## config.mk

```make
export PLATFORM = sky130hd
export DESIGN_NAME = rrt_ram
export DESIGN_NICKNAME = d
export VERILOG_FILES = /design/src/hdl/rrt_ram.sv
export SDC_FILE = /design/constraint.sdc
export NUM_CORES = 1
export LEC_CHECK = 0
export BUFFER_PORTS_ARGS = -buffer_cell sky130_fd_sc_hd__buf_2
export CAP_MARGIN = 25
export CORE_AREA = 8 8 107 109
export CTS_CLUSTER_SIZE = 24
export DETAILED_ROUTE_END_ITERATION = 16
export DIE_AREA = 0 0 115 117
export GPL_ROUTABILITY_DRIVEN = 1
export PLACE_DENSITY = 0.76
export SLEW_MARGIN = 10
export SYNTH_ARGS = -nofsm -noshare
export SYNTH_HDL_FRONTEND = slang
export SYNTH_SLANG_ARGS = --single-unit
```

## constraint.sdc

```tcl
create_clock -name clk -period 1.5 [get_ports clk]
set_clock_uncertainty 0.05 [all_clocks]
set_input_delay 0.075 -clock clk [delete_from_list [all_inputs] [get_ports clk]]
set_output_delay 0.075 -clock clk [all_outputs]
set_load 0.005 [all_outputs]
```

## src/hdl/rrt_ram.sv

```systemverilog
// ----------------------------------------------------------------------------
// rrt_ram - generic simple dual-port RAM
// One write port, one read port, read data registered.
// ----------------------------------------------------------------------------
module rrt_ram #(
    parameter int WIDTH = 8,
    parameter int DEPTH = 16
) (
    input  logic                     clk,
    input  logic                     we,
    input  logic [$clog2(DEPTH)-1:0] waddr,
    input  logic [WIDTH-1:0]         wdata,
    input  logic [$clog2(DEPTH)-1:0] raddr,
    output logic [WIDTH-1:0]         rdata
);

    logic [WIDTH-1:0] mem [DEPTH];

    always_ff @(posedge clk)
    begin
        if (we)
        begin
            mem[waddr] <= wdata;
        end
        rdata <= mem[raddr];
    end

endmodule

```

Word level (Yosys, flattened, before mapping)
Memories as Yosys holds them, arrays and structs flattened. A register that Yosys moved wholly into a read port is not among the register bits.
Cells that the tools add are included.
{"block": "totals", "register_bits": 0, "latch_bits": 0, "ramBits": 128, "mem_bits_ro": 0, "in_bits": 18, "wordCells": 3, "mem_count": 1}
{"memory": "mem", "words": 16, "width": 8, "rd": 1, "rd_clocked_by_memory_dff": 1, "write_ports": 1, "line": "17", "rtl": "logic [WIDTH-1:0] mem [DEPTH];"}
{"block": "op_classes", "addsub": 0, "n_mul": 0, "n_div": 0, "magnitude_cmp": 0, "eq_ne": 0, "shifts": 0, "n_mux": 2, "bitwise_logic": 0, "n_reduce_logical": 0}
{"op": "$mux 1", "count": 2}

Longest topological paths before layout
Gate-level depths: netlist (run 1).
{"block": "logic_depth", "word_depth": 2, "depth_mapped": 5, "ltp_nobuf": 3}

Worst setup path before layout (run 1)
OpenSTA, ideal clock, no wires.
{"block": "synth_path", "kind": "input to register", "from": "input port waddr[2]", "to": "memory mem[0][0], enable pin", "setup_time_ns": 0.383, "arrival_time_ns": 1.185, "slack_ns": -0.118, "path_stages": 2, "cell_sequence": "or3b_2 > nor3_1"}
{"element": "start: declaration", "line": "11", "rtl": "input logic [$clog2(DEPTH)-1:0] waddr,"}
{"element": "end: declaration", "line": "17"}
No word-level cell before the write port.

==> metrics.md, run 1 <==
| Metric | Value |
|---|---|
| Status | `complete, no violations` |
| Reg2reg path depth | `3` |
| PnR Total Power | `8.53 mW` |
| Syn-to-layout area delta | `21.4%` |
| Port bufs | `25` |
| Crit path arrival time | `around 1.8 ns` |
| Min-Delay Path Class | `primary input to register` |
| Total power per unit cell area | `about 1400 nW/um^2` |
| Die Area | `13500 sq um` |
| # fillers | `688` |
| Remaining global-route overflow | `0` |
| Initial DRC count | `around 230` |
| Slowest CP cell | `mux4_1` |
| Worst-path clk slew | `0.06 ns` |
| Largest net degree at the start of global routing | `17` |
| DRT Pass-1 Iters | `4` |
| Starting Density | `0.520` |
| WL met3 | `470 microns` |
| Period utilization | `0.967` |
| Unrepaired setup endpoints after global routing | `false` |
| Worst slew pin tran | `0.398 ns` |
| Row Count | `37` |
| Final hold vios | `0` |
| Crit path time final | `between 1 and 1.5 ns` |
| Hold-critical path depth | `3` |
| Warnings from Yosys | `0` |
| N_diodes | `0` |
| TritonCTS clock tree | `done` |
| Fmax | `689 MHz` |
| Gr usage total | `0.157` |
| Post-DP HPWL | `6200 microns` |
| Vias | `2451` |
| CTS buffer count | `17` |
| CP required | `1.83 ns` |
| Reg2reg setup slack | `between 0.04 and 0.05 ns` |
| Critical path type | `register to register` |
| Crit path cell chain | `mux4_1, a22oi_1, nand2_1` |
| Final Wtd Congestion | `between 0.6 and 0.7` |
| Global-route wire length before repair | `14800 microns` |
| Final wirelength | `9610 microns` |
| Number of global-route vias before repair | `2609` |
| Nets | `315` |
| Initial antenna violation count | `0` |
| Via density | `5.50` |
| Mapped Nets | `247` |
| Antenna Nets Post-Route | `0` |
| Pins Over Slew Limit | `0` |
| Startpoint Class | `register` |
| Post-cts sizing count | `0` |
| Clock sink count | `136` |
| Register Area | `roughly 4000 sq um` |
| Leak | `2.16 nW` |
| WL per Instance | `21.5 microns` |
| Final Setup Violations | `0` |
| Largest stage delay on the critical path | `~0.50 ns` |
| Max-cap violations | `0` |
| Routed wl met2 | `between 5000 and 6000 microns` |
| Reg-to-reg endpoint | `rdata[2]$_DFF_P_` |
| Worst Hold End | `mem[0][1]$_DFFE_PP_` |
| Width of the die | `115 microns` |
| Synth Instances | `229` |
| Sequential fraction of the synthesis area | `0.778` |
| CTS root buf | `clkbuf_8` |
| Critical R2R Launch | `mem[1][2]$_DFFE_PP_` |
| Avg Inst Size Synth | `~22 sq um` |
| DRC Markers | `0` |
| Worst slew margin | `0.734` |
| # H-tree levels | `4` |
| FF+latch count, synth | `136` |
| Hold_ws | `~0.058 ns` |
| Top sig layer | `met4` |
| Max IR drop VDD | `~0.63 mV` |
| Unique masters post-synth | `19` |
| Maximum clock insertion buffer count | `2` |
| Core area | `9910 sq um` |
| Post-Route M1 WL | `4020 microns` |
| Worst Setup End Kind | `register` |
| Multi-input gate area in the final layout | `1060 sq um` |
| Die height | `117 microns` |
| Crit path max fanout | `1` |
| Post-Syn Area | `5150 sq um` |
| I/O pins | `26` |
| Clock Latency Late Sink | `just over 0.5 ns` |
| Share of layout cells above drive strength 1 | `0.326` |
| Hold path startpoint | `waddr[0]` |
## area by class of cell
type,instances,share of cell area
clock buffers,19,0.0691
clock inverters,13,0.0208
multi-input cells,83,0.170
flip-flops and latches,136,0.641
well taps,136,0.0272
repair buffers,59,0.0721
## sequential cells by signal, indices dropped and copies added, names as in the netlist
register / count
mem: 128
rdata: 8
## cell usage after synthesis, drive strengths merged
master | count | area, sq um
mux4 | 32 | 773
buf | 7 | 56.3
nor3 | 4 | 20.0
nor2 | 13 | 48.8
clkdlybuf4s25 | 3 | 30.0
nand2 | 9 | 33.8
nand3b | 2 | 15.0
nand3 | 1 | 5.00
nand2b | 2 | 12.5
and2b | 1 | 7.51
dfxtp | 8 | 160
nor2b | 1 | 6.26
and2 | 1 | 6.26
edfxtp | 128 | 3840
or3b | 1 | 8.76
a22oi | 16 | 120
## logic make-up after synthesis
family | Yosys count | synth area share
flops | 136 | 0.778
simple gates | 35 | 0.0318
compound gates | 16 | 0.0233
mux | 32 | 0.150
buf+inv | 10 | 0.0168
## timing repair
| action | in CTS | in global routing |
|---|---|---|
| hold buffers | 8 | 0 |
| hold endpoints to repair | 128 | 0 |
| setup buffers | 0 | 0 |
## how the worst max path moves through the flow
stage | start | to | slack, ns | cells after the start
after floorplan | waddr[2] | mem[3][0]$_DFFE_PP_ | 0.11 | 2
after global placement | raddr[0] | rdata[1]$_DFF_P_ | -0.02 | 5
after detailed placement | raddr[0] | rdata[2]$_DFF_P_ | -0.01 | 5
after CTS | mem[1][2]$_DFFE_PP_ | rdata[2]$_DFF_P_ | 0.08 | 3
after global routing | mem[1][5]$_DFFE_PP_ | rdata[5]$_DFF_P_ | 0.02 | 3
final | mem[1][2]$_DFFE_PP_ | rdata[2]$_DFF_P_ | 0.05 | 3
## placed cells by master, fill, tap and decap left out, types with 3 or more instances in the layout
master and count:
clkinv_4 3, clkinv_2 5, buf_4 22, a22oi_1 16, edfxtp_1 128, nor3_1 3
dlygate4sd3_1 8, dfxtp_1 8, clkbuf_16 16, buf_2 25, buf_12 4, mux4_2 18
nand2_1 9, mux4_1 14, nor2_1 13
## report_power, final
part | switching, mW | internal (mW)
clock | 1.45 | 2.39
combinational | 0.222 | 0.201
sequential | 0.0267 | 4.25
## routing by layer
metal,GRT usage,vias to the layer above
met5,0,-
met4,0.0639,0
met3,0.0457,6
met2,0.258,79
met1,0.193,1258
li1,-,1108
## worst max-delay path, delay by kind of cell (launching register included)
family	cells	cell delay, ns
mux	1	0.50
flops	1	0.37
simple gates	1	0.09
compound gates	1	0.31
## stage by stage
stage,setup TNS (ns),utilization,setup WS (ns),instances,instance area (sq um)
detailed placement,-0.0256,0.566,-0.0146,406,5610
global route,0,0.631,0.0169,446,6250
floorplan,0,-,0.109,229,5150
global placement,-0.0258,0.566,-0.0169,406,5610
finish,0,0.631,0.0489,446,6250
CTS,0,0.631,0.0849,446,6250
No activity file was read; power rests on OpenSTA's default activity.
==> run 2: changes to the inputs <==
Clock period 1.5 ns to 1.2 ns, I/O delays scaled along.
==> metrics.md, run 2 (synthesis gave the netlist of run 1 again) <==
| Metric | Value |
|---|---|
| Busiest grt layer | `met2` |
| Setup TNS | `-0.582 ns (-0.582 ns)` |
| Biggest regs | `mem: 128 flops, rdata: 8 flops` |
| Met3 Usage GRT | `0.0446 (-0.00103)` |
| Unrepaired setup endpoints after global routing | `true` |
| Vias | `2503 (+2.1%)` |
| Startpoint Class | `register` |
| Largest net degree at the start of global routing | `20 (+3)` |
| Maximum clock insertion buffer count | `2 (unchanged)` |
| WL per Instance | `21.5 microns (-0.18%)` |
| N_diodes | `0 (unchanged)` |
| CP required | `1.55 ns (-0.28 ns)` |
| Row Count | `37 (unchanged)` |
| Status | `finished with violations` |
| Port bufs | `25 (unchanged)` |
| Initial DRC count | `176 (-22%)` |
| Post-DP HPWL | `6530 microns (+5.3%)` |
| Clock Latency Late Sink | `0.52 ns (about the same)` |
| Leak | `2.18 nW (+0.87%)` |
| Fmax | `761 MHz (+10%)` |
| Die Area | `13500 sq um (unchanged)` |
| Hold path startpoint | `waddr[1]` |
| Critical R2R Launch | `mem[10][3]$_DFFE_PP_` |
| M1 GR Usage | `0.199 (+0.00645)` |
| Number of global-route vias before repair | `2615 (+0.23%)` |
| Nets | `321 (+1.9%)` |
| Syn-to-layout area delta | `24.2%` |
| Final Wtd Congestion | `0.784 (+13%)` |
| Clock sink count | `136 (unchanged)` |
| Crit path time final | `1.31 ns (-0.137 ns)` |
| Min-Delay Path Class | `primary input to register` |
| Most frequent cells in the layout | `edfxtp_1, mux4_2, buf_4` |
| Reg2reg setup slack | `-0.11 ns (-0.16 ns)` |
| I/O pins | `26 (unchanged)` |
| CTS buffer count | `17 (unchanged)` |
| CTS root buf | `clkbuf_8` |
| Most common cell after layout, fill and taps aside | `edfxtp_1` |
| Failing checks | `setup timing` |
| DRT Pass-1 Iters | `5 (+1)` |
| Core area | `9910 sq um (unchanged)` |
| Worst Hold End | `mem[8][0]$_DFFE_PP_` |
| Setup ws final | `-0.114 ns (-0.163 ns)` |
| TritonCTS clock tree | `done` |
| Crit path arrival time | `1.66 ns (-0.13 ns)` |
| Hold-critical path depth | `3 (unchanged)` |
| Worst slew margin | `0.441 (-0.294)` |
| Starting Density | `0.520 (unchanged)` |
| CP Launch Point | `mem[10][3]$_DFFE_PP_` |
| Die height | `117 microns (unchanged)` |
| Max-cap violations | `0 (unchanged)` |
| Setup Slack @ Placement | `-0.304 ns (-0.289 ns)` |
| Gr usage total | `0.161 (+0.00429)` |
| Antenna Nets Post-Route | `0 (unchanged)` |
| Max FFs per register | `128 (unchanged)` |
| Crit path max fanout | `1 (unchanged)` |
| Largest Register | `mem` |
| # H-tree levels | `4 (unchanged)` |
| Final wirelength | `9720 microns (+1.2%)` |
| Period utilization | `1.09 (+0.127)` |
| Global-route wire length before repair | `15100 microns (+1.5%)` |
| Layout Utilization | `0.645 (+0.0145)` |
| Final Setup Violations | `8 (+8)` |
| Worst slew pin tran | `0.837 ns (+0.439 ns)` |
| Met2 usage | `0.258 (-0.000779)` |
| Max IR drop VDD | `0.861 mV (+37%)` |
| DRC Markers | `0 (unchanged)` |
| Via density | `5.54 (+0.77%)` |
| Worst-path clk slew | `0.06 ns (about the same)` |
| Reg2reg path depth | `3 (unchanged)` |
| Total power per unit cell area | `1770 nW/um^2 (+29%)` |
| Pins Over Slew Limit | `0 (unchanged)` |
| Worst Setup End Kind | `register` |
| Critical path type | `register to register` |
| Share of layout cells above drive strength 1 | `0.427 (+0.101)` |
| Reg-to-reg endpoint | `rdata[3]$_DFF_P_` |
| Initial antenna violation count | `0 (unchanged)` |
| PnR Total Power | `11.3 mW (+32%)` |
| Remaining global-route overflow | `0 (unchanged)` |
| Final hold vios | `0 (unchanged)` |
| Width of the die | `115 microns (unchanged)` |
==> run 2: worst max-delay path: stages, from the launching register on <==
cell	delay [ns]
edfxtp_1	0.39
mux4_2	0.48
a22oi_2	0.20
nand2_1	0.08
==> run 2: through the flow <==
stage / instance area [sq um] / cells / hold slack (ns)
finish: 6390 / 452 / 0.0688
global route: 6390 / 452 / 0.0613
CTS: 6380 / 452 / 0.0448
detailed placement: 5670 / 412 / 0.389
global placement: 5670 / 412 / 0.383
floorplan: 5190 / 229 / 0.109
==> run 2: cell type report <==
| cell class | count | area [sq um] |
|---|---|---|
| clock inverter | 7 | 138 |
| clock buffer | 25 | 494 |
| timing repair buffer | 65 | 483 |
| sequential | 136 | 4000 |
| fill | 667 | 3510 |
| tap | 136 | 170 |
| multi-input combinational | 83 | 1100 |
==> run 2: what timing repair did <==
action,in CTS,in global routing
pin swaps,6,3
hold buffers,8,0
resized for setup,20,3
gates cloned,0,0
hold endpoints to repair,128,0
setup endpoints to repair,8,8
buffers inserted,0,0
==> run 2: metal layers <==
metal	wire (microns)	vias up
li1	-	1111
met1	4200	1282
met2	4770	98
met3	588	12
met4	170	0
met5	0	-
==> run 2: power breakdown <==
group          switching (mW)  total (mW)  internal, mW
combinational           0.298       0.568         0.270
clock                    1.74        5.38          3.65
sequential             0.0369        5.35          5.31
==> run 2: how the worst max path moves through the flow <==
stage                     slack, ns          endpoint
after global routing          -0.15  rdata[0]$_DFF_P_
after detailed placement      -0.30  rdata[0]$_DFF_P_
after CTS                     -0.11  rdata[3]$_DFF_P_
after global placement        -0.26  rdata[0]$_DFF_P_
after floorplan               -0.05  rdata[1]$_DFF_P_
final                         -0.11  rdata[3]$_DFF_P_
